`src/design/msa_pkg.sv`:
```
// Shared types and constants for the mesh surface area unit.
// Depends on: nothing.
`timescale 1ns / 1ps

package msa_pkg;

    localparam int COORD_BITS  = 16;
    localparam int DIFF_BITS   = COORD_BITS + 1;       // edge vector component
    localparam int MUL_BITS    = 18;                   // shared multiplier operand
    localparam int PROD_BITS   = 2 * MUL_BITS;
    localparam int DET_BITS    = 2 * DIFF_BITS + 1;    // projected determinant
    localparam int LO_BITS     = 17;                   // low half of a determinant
    localparam int SQ_BITS     = 68;                   // sum of squares
    localparam int SQACC_BITS  = SQ_BITS + 3;          // signed partial sums
    localparam int ROOT_BITS   = SQ_BITS / 2;
    localparam int ROOT_STEPS  = ROOT_BITS;
    localparam int ROOT_CNT_BITS = $clog2(ROOT_STEPS);
    localparam int REM_BITS    = ROOT_BITS + 2;
    localparam int AREA_BITS   = 33;
    localparam int ACCUM_BITS  = 48;
    localparam int SUM_BITS    = ACCUM_BITS + 1;

    localparam logic [ACCUM_BITS-1:0] ACC_MAX = {ACCUM_BITS{1'b1}};

    // phases of one plane in the product sequencer
    localparam logic [2:0] PH_FIRST  = 3'd0;
    localparam logic [2:0] PH_SECOND = 3'd1;
    localparam logic [2:0] PH_SUB    = 3'd2;
    localparam logic [2:0] PH_LL     = 3'd3;
    localparam logic [2:0] PH_HL     = 3'd4;
    localparam logic [2:0] PH_HH     = 3'd5;

    // what to do with the registered product in the next cycle
    localparam logic [2:0] CON_NONE = 3'd0;
    localparam logic [2:0] CON_LOAD = 3'd1;
    localparam logic [2:0] CON_SUB  = 3'd2;
    localparam logic [2:0] CON_LL   = 3'd3;
    localparam logic [2:0] CON_HL   = 3'd4;
    localparam logic [2:0] CON_HH   = 3'd5;

    localparam logic [1:0] PLANE_XY = 2'd0;
    localparam logic [1:0] PLANE_YZ = 2'd1;
    localparam logic [1:0] PLANE_ZX = 2'd2;

    typedef logic signed [COORD_BITS-1:0] coord_t;
    typedef logic signed [DIFF_BITS-1:0]  diff_t;
    typedef logic signed [MUL_BITS-1:0]   mul_op_t;
    typedef logic signed [PROD_BITS-1:0]  prod_t;

    // edge vectors u = b - a, v = c - a
    typedef struct packed {
        diff_t ux;
        diff_t uy;
        diff_t uz;
        diff_t vx;
        diff_t vy;
        diff_t vz;
    } edges_t;

    typedef struct packed {
        logic               done;
        logic [SQ_BITS-1:0] sum_sq;
    } sq_result_t;

    typedef struct packed {
        logic                 done;
        logic [ROOT_BITS-1:0] root;
    } root_result_t;

endpackage

```
`src/design/msa_if.sv`:
```
// Request and result channel interfaces of the mesh surface area unit.
// Depends on: msa_pkg.
`timescale 1ns / 1ps

interface msa_in_if;
    logic            valid;
    logic            ready;
    msa_pkg::coord_t ax;
    msa_pkg::coord_t ay;
    msa_pkg::coord_t az;
    msa_pkg::coord_t bx;
    msa_pkg::coord_t by;
    msa_pkg::coord_t bz;
    msa_pkg::coord_t cx;
    msa_pkg::coord_t cy;
    msa_pkg::coord_t cz;
    logic            last_triangle;

    modport source (output valid, ax, ay, az, bx, by, bz, cx, cy, cz, last_triangle,
                    input ready);
    modport sink   (input valid, ax, ay, az, bx, by, bz, cx, cy, cz, last_triangle,
                    output ready);
endinterface

interface msa_out_if;
    logic                               valid;
    logic                               ready;
    logic [msa_pkg::AREA_BITS-1:0]      triangle_area;
    logic [msa_pkg::ACCUM_BITS-1:0]     total_area;
    logic                               total_saturated;
    logic                               mesh_done;

    modport source (output valid, triangle_area, total_area, total_saturated, mesh_done,
                    input ready);
    modport sink   (input valid, triangle_area, total_area, total_saturated, mesh_done,
                    output ready);
endinterface

```
`src/design/msa_mul.sv`:
```
// Shared signed 18x18 multiplier with registered product.
// Depends on: msa_pkg.
`timescale 1ns / 1ps

module msa_mul
(
    input  logic             clk,
    input  msa_pkg::mul_op_t a,
    input  msa_pkg::mul_op_t b,
    output msa_pkg::prod_t   prod
);

    msa_pkg::prod_t prod_reg;

    always_ff @(posedge clk)
    begin
        prod_reg <= a * b;
    end

    assign prod = prod_reg;

endmodule

```
`src/design/msa_cross.sv`:
```
// Product sequencer: three projected determinants and the sum of their
// squares on one shared multiplier. Depends on: msa_pkg, msa_mul.
`timescale 1ns / 1ps

module msa_cross
(
    input  logic                clk,
    input  logic                rst_n,
    input  logic                start,
    input  msa_pkg::edges_t     edges,
    output msa_pkg::sq_result_t res
);

    logic       run_reg,   run_next;
    logic       drain_reg, drain_next;
    logic       done_reg,  done_next;
    logic [1:0] plane_reg, plane_next;
    logic [2:0] phase_reg, phase_next;
    logic [2:0] cons_reg,  cons_next;

    logic signed [msa_pkg::DET_BITS-1:0]   det_reg, det_next;
    logic signed [msa_pkg::SQACC_BITS-1:0] acc_reg, acc_next;

    msa_pkg::diff_t   p_a1, p_b1, p_a2, p_b2;
    msa_pkg::mul_op_t op_a, op_b, det_hi, det_lo;
    msa_pkg::prod_t   prod;

    msa_mul u_mul
    (
        .clk  (clk),
        .a    (op_a),
        .b    (op_b),
        .prod (prod)
    );

    // det = a1*b1 - a2*b2 for the current plane
    always_comb
    begin
        case (plane_reg)
            msa_pkg::PLANE_XY:
            begin
                p_a1 = edges.ux; p_b1 = edges.vy; p_a2 = edges.vx; p_b2 = edges.uy;
            end
            msa_pkg::PLANE_YZ:
            begin
                p_a1 = edges.uy; p_b1 = edges.vz; p_a2 = edges.vy; p_b2 = edges.uz;
            end
            msa_pkg::PLANE_ZX:
            begin
                p_a1 = edges.uz; p_b1 = edges.vx; p_a2 = edges.vz; p_b2 = edges.ux;
            end
            default:
            begin
                p_a1 = edges.ux; p_b1 = edges.vy; p_a2 = edges.vx; p_b2 = edges.uy;
            end
        endcase
    end

    // det = hi * 2^17 + lo, hi signed, lo unsigned
    assign det_hi = det_reg[msa_pkg::DET_BITS-1:msa_pkg::LO_BITS];
    assign det_lo = $signed({1'b0, det_reg[msa_pkg::LO_BITS-1:0]});

    always_comb
    begin
        op_a = '0;
        op_b = '0;
        cons_next = msa_pkg::CON_NONE;
        if (run_reg)
        begin
            case (phase_reg)
                msa_pkg::PH_FIRST:
                begin
                    op_a = msa_pkg::mul_op_t'(p_a1);
                    op_b = msa_pkg::mul_op_t'(p_b1);
                    cons_next = msa_pkg::CON_LOAD;
                end
                msa_pkg::PH_SECOND:
                begin
                    op_a = msa_pkg::mul_op_t'(p_a2);
                    op_b = msa_pkg::mul_op_t'(p_b2);
                    cons_next = msa_pkg::CON_SUB;
                end
                msa_pkg::PH_LL:
                begin
                    op_a = det_lo;
                    op_b = det_lo;
                    cons_next = msa_pkg::CON_LL;
                end
                msa_pkg::PH_HL:
                begin
                    op_a = det_hi;
                    op_b = det_lo;
                    cons_next = msa_pkg::CON_HL;
                end
                msa_pkg::PH_HH:
                begin
                    op_a = det_hi;
                    op_b = det_hi;
                    cons_next = msa_pkg::CON_HH;
                end
                default:
                begin
                    cons_next = msa_pkg::CON_NONE;   // subtract slot, multiplier idle
                end
            endcase
        end
    end

    // consume the product issued in the previous cycle
    always_comb
    begin
        det_next = det_reg;
        acc_next = acc_reg;
        case (cons_reg)
            msa_pkg::CON_LOAD: det_next = msa_pkg::DET_BITS'(prod);
            msa_pkg::CON_SUB:  det_next = det_reg - msa_pkg::DET_BITS'(prod);
            msa_pkg::CON_LL:   acc_next = acc_reg + msa_pkg::SQACC_BITS'(prod);
            msa_pkg::CON_HL:   acc_next = acc_reg + (msa_pkg::SQACC_BITS'(prod) <<< 18);
            msa_pkg::CON_HH:   acc_next = acc_reg + (msa_pkg::SQACC_BITS'(prod) <<< 34);
            default:           acc_next = acc_reg;
        endcase
        if (start)
        begin
            acc_next = '0;
        end
    end

    always_comb
    begin
        run_next   = run_reg;
        plane_next = plane_reg;
        phase_next = phase_reg;
        drain_next = 1'b0;
        done_next  = drain_reg;
        if (start)
        begin
            run_next   = 1'b1;
            plane_next = msa_pkg::PLANE_XY;
            phase_next = msa_pkg::PH_FIRST;
        end
        else if (run_reg)
        begin
            if (phase_reg == msa_pkg::PH_HH)
            begin
                phase_next = msa_pkg::PH_FIRST;
                if (plane_reg == msa_pkg::PLANE_ZX)
                begin
                    run_next   = 1'b0;
                    drain_next = 1'b1;
                end
                else
                begin
                    plane_next = plane_reg + 2'd1;
                end
            end
            else
            begin
                phase_next = phase_reg + 3'd1;
            end
        end
    end

    always_ff @(posedge clk or negedge rst_n)
    begin
        if (!rst_n)
        begin
            run_reg   <= 1'b0;
            drain_reg <= 1'b0;
            done_reg  <= 1'b0;
            plane_reg <= msa_pkg::PLANE_XY;
            phase_reg <= msa_pkg::PH_FIRST;
            cons_reg  <= msa_pkg::CON_NONE;
        end
        else
        begin
            run_reg   <= run_next;
            drain_reg <= drain_next;
            done_reg  <= done_next;
            plane_reg <= plane_next;
            phase_reg <= phase_next;
            cons_reg  <= cons_next;
        end
    end

    always_ff @(posedge clk)
    begin
        det_reg <= det_next;
        acc_reg <= acc_next;
    end

    // final sum is non-negative and below 2^68
    assign res.done   = done_reg;
    assign res.sum_sq = acc_reg[msa_pkg::SQ_BITS-1:0];

endmodule

```
`src/design/msa_root.sv`:
```
// Bitwise integer square root, two radicand bits per cycle.
// Depends on: msa_pkg.
`timescale 1ns / 1ps

module msa_root
(
    input  logic                          clk,
    input  logic                          rst_n,
    input  logic                          start,
    input  logic [msa_pkg::SQ_BITS-1:0]   radicand,
    output msa_pkg::root_result_t         res
);

    logic                                run_reg,  run_next;
    logic                                done_reg, done_next;
    logic [msa_pkg::ROOT_CNT_BITS-1:0]   cnt_reg,  cnt_next;
    logic [msa_pkg::SQ_BITS-1:0]         rad_reg,  rad_next;
    logic [msa_pkg::REM_BITS-3:0]        rem_reg,  rem_next;
    logic [msa_pkg::ROOT_BITS-1:0]       root_reg, root_next;

    logic [msa_pkg::REM_BITS-1:0] rem_sh, trial, rem_sub;
    logic                         fits;

    assign rem_sh  = {rem_reg, rad_reg[msa_pkg::SQ_BITS-1 -: 2]};
    assign trial   = {root_reg, 2'b01};
    assign fits    = rem_sh >= trial;
    assign rem_sub = rem_sh - trial;

    always_comb
    begin
        run_next  = run_reg;
        done_next = 1'b0;
        cnt_next  = cnt_reg;
        rad_next  = rad_reg;
        rem_next  = rem_reg;
        root_next = root_reg;
        if (start)
        begin
            run_next  = 1'b1;
            cnt_next  = '0;
            rad_next  = radicand;
            rem_next  = '0;
            root_next = '0;
        end
        else if (run_reg)
        begin
            rad_next = rad_reg << 2;
            if (fits)
            begin
                rem_next  = rem_sub[msa_pkg::REM_BITS-3:0];
                root_next = {root_reg[msa_pkg::ROOT_BITS-2:0], 1'b1};
            end
            else
            begin
                rem_next  = rem_sh[msa_pkg::REM_BITS-3:0];
                root_next = {root_reg[msa_pkg::ROOT_BITS-2:0], 1'b0};
            end
            cnt_next = cnt_reg + 1'b1;
            if (cnt_reg == msa_pkg::ROOT_CNT_BITS'(msa_pkg::ROOT_STEPS - 1))
            begin
                run_next  = 1'b0;
                done_next = 1'b1;
            end
        end
    end

    always_ff @(posedge clk or negedge rst_n)
    begin
        if (!rst_n)
        begin
            run_reg  <= 1'b0;
            done_reg <= 1'b0;
            cnt_reg  <= '0;
        end
        else
        begin
            run_reg  <= run_next;
            done_reg <= done_next;
            cnt_reg  <= cnt_next;
        end
    end

    always_ff @(posedge clk)
    begin
        rad_reg  <= rad_next;
        rem_reg  <= rem_next;
        root_reg <= root_next;
    end

    assign res.done = done_reg;
    assign res.root = root_reg;

endmodule

```
`src/design/mesh_surface_area_unit.sv`:
```
// Mesh surface area unit: one triangle per request, area and running total.
// A triangle takes 18 multiplier slots on the shared 18x18 multiplier plus
// 34 steps of the bitwise square root, and its result then waits for a free
// output register. Not ready while a triangle is in work.
// Reset (async, active low) clears the running total, the saturation flag and
// all handshake state. Depends on: msa_pkg, msa_if, msa_cross, msa_root.
`timescale 1ns / 1ps

module mesh_surface_area_unit
(
    input  logic      clk,
    input  logic      rst_n,
    msa_in_if.sink    triangle,
    msa_out_if.source result
);

    localparam logic [1:0] ST_IDLE = 2'd0;
    localparam logic [1:0] ST_SQ   = 2'd1;   // determinants and squares
    localparam logic [1:0] ST_ROOT = 2'd2;   // square root
    localparam logic [1:0] ST_FIN  = 2'd3;   // accumulate and publish

    logic [1:0] state_reg, state_next;
    logic       start_reg, start_next;
    logic       last_reg;
    logic       sat_reg,   sat_next;
    logic [msa_pkg::ACCUM_BITS-1:0] acc_reg, acc_next;

    logic                           out_valid_reg, out_valid_next;
    logic [msa_pkg::AREA_BITS-1:0]  area_out_reg;
    logic [msa_pkg::ACCUM_BITS-1:0] total_out_reg;
    logic                           sat_out_reg;
    logic                           done_out_reg;

    msa_pkg::edges_t      edges_reg;
    msa_pkg::sq_result_t  sq_res;
    msa_pkg::root_result_t root_res;

    logic                           accept;
    logic                           fin_go;
    logic [msa_pkg::AREA_BITS-1:0]  area;
    logic [msa_pkg::SUM_BITS-1:0]   sum;
    logic                           hit;
    logic [msa_pkg::ACCUM_BITS-1:0] total;
    logic                           sat_new;

    assign triangle.ready = (state_reg == ST_IDLE);
    assign accept         = triangle.valid && triangle.ready;

    msa_cross u_cross
    (
        .clk   (clk),
        .rst_n (rst_n),
        .start (start_reg),
        .edges (edges_reg),
        .res   (sq_res)
    );

    // root starts on the cycle the sum of squares is final
    msa_root u_root
    (
        .clk      (clk),
        .rst_n    (rst_n),
        .start    (sq_res.done),
        .radicand (sq_res.sum_sq),
        .res      (root_res)
    );

    // root < 2^34, so half of it always fits the 33-bit area field
    assign area    = root_res.root[msa_pkg::ROOT_BITS-1:1];
    assign sum     = msa_pkg::SUM_BITS'(acc_reg) + msa_pkg::SUM_BITS'(area);
    assign hit     = sum >= msa_pkg::SUM_BITS'(msa_pkg::ACC_MAX);
    assign total   = hit ? msa_pkg::ACC_MAX : sum[msa_pkg::ACCUM_BITS-1:0];
    assign sat_new = sat_reg | hit;

    // publish only into a free (or draining) output register
    assign fin_go = (state_reg == ST_FIN) && (!out_valid_reg || result.ready);

    always_comb
    begin
        state_next     = state_reg;
        start_next     = 1'b0;
        acc_next       = acc_reg;
        sat_next       = sat_reg;
        out_valid_next = out_valid_reg && !result.ready;
        case (state_reg)
            ST_IDLE:
            begin
                if (accept)
                begin
                    state_next = ST_SQ;
                    start_next = 1'b1;
                end
            end
            ST_SQ:
            begin
                if (sq_res.done)
                begin
                    state_next = ST_ROOT;
                end
            end
            ST_ROOT:
            begin
                if (root_res.done)
                begin
                    state_next = ST_FIN;
                end
            end
            ST_FIN:
            begin
                if (fin_go)
                begin
                    state_next     = ST_IDLE;
                    out_valid_next = 1'b1;
                    // end of mesh: report this total, then start afresh
                    acc_next = last_reg ? '0 : total;
                    sat_next = last_reg ? 1'b0 : sat_new;
                end
            end
            default:
            begin
                state_next = ST_IDLE;
            end
        endcase
    end

    always_ff @(posedge clk or negedge rst_n)
    begin
        if (!rst_n)
        begin
            state_reg     <= ST_IDLE;
            start_reg     <= 1'b0;
            acc_reg       <= '0;
            sat_reg       <= 1'b0;
            out_valid_reg <= 1'b0;
        end
        else
        begin
            state_reg     <= state_next;
            start_reg     <= start_next;
            acc_reg       <= acc_next;
            sat_reg       <= sat_next;
            out_valid_reg <= out_valid_next;
        end
    end

    // edge vectors formed once per request
    always_ff @(posedge clk)
    begin
        if (accept)
        begin
            edges_reg.ux <= msa_pkg::diff_t'(triangle.bx) - msa_pkg::diff_t'(triangle.ax);
            edges_reg.uy <= msa_pkg::diff_t'(triangle.by) - msa_pkg::diff_t'(triangle.ay);
            edges_reg.uz <= msa_pkg::diff_t'(triangle.bz) - msa_pkg::diff_t'(triangle.az);
            edges_reg.vx <= msa_pkg::diff_t'(triangle.cx) - msa_pkg::diff_t'(triangle.ax);
            edges_reg.vy <= msa_pkg::diff_t'(triangle.cy) - msa_pkg::diff_t'(triangle.ay);
            edges_reg.vz <= msa_pkg::diff_t'(triangle.cz) - msa_pkg::diff_t'(triangle.az);
            last_reg     <= triangle.last_triangle;
        end
        if (fin_go)
        begin
            area_out_reg  <= area;
            total_out_reg <= total;
            sat_out_reg   <= sat_new;
            done_out_reg  <= last_reg;
        end
    end

    assign result.valid           = out_valid_reg;
    assign result.triangle_area   = area_out_reg;
    assign result.total_area      = total_out_reg;
    assign result.total_saturated = sat_out_reg;
    assign result.mesh_done       = done_out_reg;

endmodule

```
`src/flat_wrapper.sv`:
```
// flat-port wrapper written by rule: the top's interface ports become plain ports
module mesh_surface_area_unit_flat 
  (clk, rst_n, triangle_valid, triangle_ax, triangle_ay, triangle_az, triangle_bx, triangle_by, triangle_bz, triangle_cx, triangle_cy, triangle_cz, triangle_last_triangle, triangle_ready, result_valid, result_triangle_area, result_total_area, result_total_saturated, result_mesh_done, result_ready);
  msa_in_if triangle_i ();
  msa_out_if result_i ();
  input  logic clk;
  input  logic rst_n;
  input wire logic [$bits(triangle_i.valid)-1:0] triangle_valid;
  input wire logic [$bits(triangle_i.ax)-1:0] triangle_ax;
  input wire logic [$bits(triangle_i.ay)-1:0] triangle_ay;
  input wire logic [$bits(triangle_i.az)-1:0] triangle_az;
  input wire logic [$bits(triangle_i.bx)-1:0] triangle_bx;
  input wire logic [$bits(triangle_i.by)-1:0] triangle_by;
  input wire logic [$bits(triangle_i.bz)-1:0] triangle_bz;
  input wire logic [$bits(triangle_i.cx)-1:0] triangle_cx;
  input wire logic [$bits(triangle_i.cy)-1:0] triangle_cy;
  input wire logic [$bits(triangle_i.cz)-1:0] triangle_cz;
  input wire logic [$bits(triangle_i.last_triangle)-1:0] triangle_last_triangle;
  output wire logic [$bits(triangle_i.ready)-1:0] triangle_ready;
  output wire logic [$bits(result_i.valid)-1:0] result_valid;
  output wire logic [$bits(result_i.triangle_area)-1:0] result_triangle_area;
  output wire logic [$bits(result_i.total_area)-1:0] result_total_area;
  output wire logic [$bits(result_i.total_saturated)-1:0] result_total_saturated;
  output wire logic [$bits(result_i.mesh_done)-1:0] result_mesh_done;
  input wire logic [$bits(result_i.ready)-1:0] result_ready;
  assign triangle_i.valid = triangle_valid;
  assign triangle_i.ax = triangle_ax;
  assign triangle_i.ay = triangle_ay;
  assign triangle_i.az = triangle_az;
  assign triangle_i.bx = triangle_bx;
  assign triangle_i.by = triangle_by;
  assign triangle_i.bz = triangle_bz;
  assign triangle_i.cx = triangle_cx;
  assign triangle_i.cy = triangle_cy;
  assign triangle_i.cz = triangle_cz;
  assign triangle_i.last_triangle = triangle_last_triangle;
  assign triangle_ready = triangle_i.ready;
  assign result_valid = result_i.valid;
  assign result_triangle_area = result_i.triangle_area;
  assign result_total_area = result_i.total_area;
  assign result_total_saturated = result_i.total_saturated;
  assign result_mesh_done = result_i.mesh_done;
  assign result_i.ready = result_ready;
  mesh_surface_area_unit u_core (.clk(clk), .rst_n(rst_n), .triangle(triangle_i), .result(result_i));
endmodule
```
`config.mk`:
```
export PLATFORM = sky130hd
export DESIGN_NAME = mesh_surface_area_unit_flat
export DESIGN_NICKNAME = d
export VERILOG_FILES = /design/src/design/msa_pkg.sv /design/src/design/msa_if.sv /design/src/design/msa_mul.sv /design/src/design/msa_cross.sv /design/src/design/msa_root.sv /design/src/design/mesh_surface_area_unit.sv /design/src/flat_wrapper.sv
export SDC_FILE = /design/constraint.sdc
export NUM_CORES = 2
export LEC_CHECK = 0
export BUFFER_PORTS_ARGS = -buffer_cell sky130_fd_sc_hd__buf_4
export CAP_MARGIN = 20
export CORE_MARGIN = 5
export CORE_UTILIZATION = 26
export DETAILED_ROUTE_END_ITERATION = 16
export PLACE_DENSITY = 0.37
export SETUP_SLACK_MARGIN = 0.05
export SYNTH_ARGS = -nofsm -noshare
export SYNTH_HDL_FRONTEND = slang
export SYNTH_HIERARCHICAL = 1
export SYNTH_SLANG_ARGS = --single-unit
export TNS_END_PERCENT = 20
```
`constraint.sdc`:
```
create_clock -name clk -period 8.7 [get_ports clk]
set_input_delay 0 -clock clk [delete_from_list [all_inputs] [get_ports clk]]
set_output_delay 0 -clock clk [all_outputs]
set_load 0.01 [all_outputs]
```
==> results.py <==
metrics = {
    "finish": {
        "area_growth_pct": 18.0,
        "final_net_count": 7144,
        "drive_gt1_frac": 0.0941,
        "stdcell_count": 8936,
        "n_fill_cell": 21200,
        "largest_reg_flops": 102,
        "stdcell_area_sq_mm": 0.0614,
    },
    "placement": {
        "post_dp_cell_area_sq_mm": 0.0568,
        "dpl.hpwl_mm": 145,
        "port_buffers": 233,
        "gp_congestion": 0.841,
        "dp_cells": 8593,
    },
    "critical_path": {
        "crit_arrival_ns": 8.62,
        "end_kind": "register",
        "crit_slowest_cell": "nor3_2",
        "slowest_delay_ns": 0.75,
        "crit_family": "adder cells",
        "critPathRequiredTime_ns": 9.21,
        "worst-path-buf-inv": 8,
        "start_kind": "register",
        "path_class": "register to register",
        "critPathMaxFanout": 18,
    },
    "routing": {
        "vias": 44100,
        "route.detailed.wl_per_inst_microns": 20.7,
        "antenna_left": 0,
        "drt_iter0_drc": 2636,
        "drc": 0,
        "vias_per_cell": 4.93,
        "wl_mm": 185,
        "dr.pass1.iters": 6,
    },
    "logic_synthesis": {
        "synthArstFlopShare": 0.135,
        "yosys_most_used_dff": "edfxtp_1",
        "ys.warnings.count": 6,
        "synth_area_leader_cell": "edfxtp_1",
        "synth_cell_types": 112,
        "ys_ff_latch": 533,
        "synth_area_leaders": "edfxtp_1 17%, fa_1 13%, ha_1 10%",
        "avgSynthCellArea_sq_um": 8.84,
        "syn_area_sq_mm": 0.0520,
        "synth_top_cell_area_share": 0.167,
        "seq_area_frac_synth": 0.268,
        "synthesis.nets": 6809,
        "synth_edf_count": 289,
        "synthCells": 5884,
    },
    "run_status": {
        "status": "finished, violations left",
        "violations": "negative hold slack",
    },
    "clocking": {
        "clk_pin_slew_ns": 0.08,
        "cts_tree": "built",
        "clock_path_buffers": 3,
        "cts-root-buf": "clkbuf_16",
        "clock-sinks": 533,
        "htreeDepth": 3,
        "cts_buffers": 72,
        "clock_latency_ns": 0.69,
    },
    "power": {
        "netSwitchingFraction": 0.244,
        "pwr-share-seq": 0.420,
        "p_clk_frac": 0.498,
        "leakagePower_nw": 26.1,
        "vdd_drop_max_v": 0.000119,
        "pwr_density_cell_mw_per_mm2": 103,
        "power.total_mw": 6.33,
        "power_switching_mw": 1.54,
        "power.internal_mw": 4.79,
        "comb_power_share": 0.082,
    },
    "floorplanning": {
        "start_util": 0.261,
        "core_sq_mm": 0.199,
        "rows": 164,
        "die_area_sq_mm": 0.209,
        "dieWidth_microns": 457,
        "ios": 234,
        "dieHeight_microns": 457,
    },
    "global_routing": {
        "grt_max_degree": 74,
        "grt_pass1_wl_mm": 285,
        "grt_pass1_vias": 45800,
        "grt_usage": 0.174,
        "grt-ovfl-total": 0,
        "antenna_found_initial": 4,
    },
    "sta": {
        "fin_crit_sh": 0.933,
        "rsz0062_at_grt": "false",
        "final-setup-viol-count": 0,
        "period_minus_slack_ns": 8.11,
        "hold_violations": 1,
        "worst_pin_slew_ns": 1.12,
        "fin_tns_setup_ns": 0,
        "hold_slack_ns": -0.00549,
        "max_freq_ghz": 0.123,
        "timing.slew.headroom": 0.249,
        "worst_clock_skew_ns": 0.0571,
        "drv_slew": 0,
    },
    "flow_run": {
        "maxCapViolCount": 0,
    },
    "hold_path": {
        "hold_class": "primary input to register",
    },
}
## final timing paths
check                      slack (ns)                               startpoint                                       to  depth (start not counted)
setup / recovery                 0.59  u_core/u_cross/phase_reg[0]$_DFFE_PN0P_    u_core/u_cross/u_mul/prod[35]$_DFF_P_                         28
hold / removal                 -0.005                           triangle_bx[4]           u_core/edges_reg[89]$_DFFE_PP_                          4
setup reg to reg                 0.59  u_core/u_cross/phase_reg[0]$_DFFE_PN0P_    u_core/u_cross/u_mul/prod[35]$_DFF_P_                         28
hold reg to reg                  0.47  u_core/u_cross/acc_reg[12]$_SDFFE_PP0P_  u_core/u_cross/acc_reg[12]$_SDFFE_PP0P_                          2
max in group asynchronous        7.57                                    rst_n          u_core/u_root/run_reg$_DFF_PN0_                          4
min in group asynchronous        0.44                                    rst_n     u_core/u_cross/cons_reg[0]$_DFF_PN0_                          4
## layout by cell type, fill, tap and decap left out, types with 30 or more instances in the layout
| cell | n |
|---|---|
| xor2_1 | 97 |
| and2_1 | 185 |
| edfxtp_1 | 289 |
| inv_1 | 666 |
| o21bai_1 | 49 |
| dlygate4sd3_1 | 206 |
| nand4_1 | 66 |
| o21ai_0 | 289 |
| a21o_1 | 108 |
| fa_1 | 340 |
| ha_1 | 434 |
| mux2i_1 | 57 |
| o22ai_1 | 49 |
| nor2_1 | 364 |
| o21a_1 | 39 |
| nand3_1 | 101 |
| mux2_2 | 69 |
| o211ai_1 | 30 |
| a22oi_1 | 144 |
| buf_4 | 318 |
| nand2_1 | 610 |
| clkbuf_16 | 73 |
| a21boi_1 | 33 |
| or3_1 | 36 |
| nor3_1 | 71 |
| nand2b_1 | 39 |
| a22o_1 | 46 |
| a31oi_1 | 36 |
| xnor2_1 | 212 |
| a211oi_1 | 73 |
| a21oi_1 | 374 |
| a21boi_0 | 37 |
| dfxtp_1 | 172 |
| nor2b_1 | 54 |
| dfrtp_1 | 69 |
## cell families after synthesis
logic type	Yosys count	synth area share
fa+ha+maj	776	0.236
xor+xnor	309	0.0520
buf+inv	936	0.0686
mux	126	0.0259
compound gates	1551	0.199
flops	533	0.268
simple gates	1653	0.151
## worst reg2reg max path, delay by kind of cell, from the launching register on
| family | cells | cell delay [ns] |
|---|---|---|
| DFF | 1 | 0.47 |
| AOI/OAI and AO/OA | 10 | 1.81 |
| adders and majority gates | 7 | 3.39 |
| buffers and inverters | 8 | 1.29 |
| and+or+nand+nor | 2 | 0.90 |
| xor gates and xnor gates | 1 | 0.08 |
## area by class of cell
| type | instances | area [sq um] | area share |
|---|---|---|---|
| Inverter | 669 | 2510 | 0.0409 |
| Tap cell | 2656 | 3320 | 0.0541 |
| Sequential cell | 533 | 13900 | 0.227 |
| Timing Repair Buffer | 528 | 4520 | 0.0737 |
| Clock buffer | 90 | 1960 | 0.0319 |
| Clock inverter | 44 | 541 | 0.00881 |
| Antenna cell | 1 | 2.50 | 0.0000408 |
| Multi-Input combinational cell | 4415 | 34600 | 0.564 |
## power groups by stage
stage	Combinational, mW	Clock (mW)	Sequential [mW]
final	0.517	3.15	2.66
after global routing	0.577	3.36	2.66
after CTS	0.523	3.27	2.66
after detailed placement	0.390	0	2.71
after global placement	0.388	0	2.71
after floorplan	0.235	0	2.71
## per-stage QoR
| step | util | setup slack [ns] |
|---|---|---|
| global route | 0.308 | 0.0881 |
| CTS | 0.308 | 0.490 |
| finish | 0.308 | 0.585 |
| detailed placement | 0.285 | 0.536 |
| floorplan | - | 0.734 |
| global placement | 0.285 | 0.573 |
## per-layer routing
metal,global-route usage,vias to the layer above,share of wire
met5,0,-,0
met4,0.0439,0,0.025
met3,0.0149,207,0.029
met2,0.301,861,0.48
met1,0.232,21700,0.46
li1,-,21300,-
## Yosys cell counts (all sizes together), types with 30 or more instances
master,n
inv,668
nand2,613
ha,436
a21oi,375
nor2,368
fa,340
o21ai,297
edfxtp,289
clkbuf,228
xnor2,212
and2,187
dfxtp,172
a22oi,144
a21o,109
nand3,101
xor2,97
nor3,76
a211oi,75
dfrtp,72
a21boi,70
mux2,69
nand4,66
mux2i,57
nor2b,55
o21bai,51
o22ai,50
a22o,46
buf,39
nand2b,39
o21a,39
a31oi,37
or3,37
and3,30
o211ai,30
## what timing repair did
action	CTS	global route
endpoints found under the setup margin	0	3
hold buffers	207	0
hold endpoints to repair	192	0
gates resized for setup	0	3
setup buffers	0	0
No activity file was read; power rests on OpenSTA's default activity.
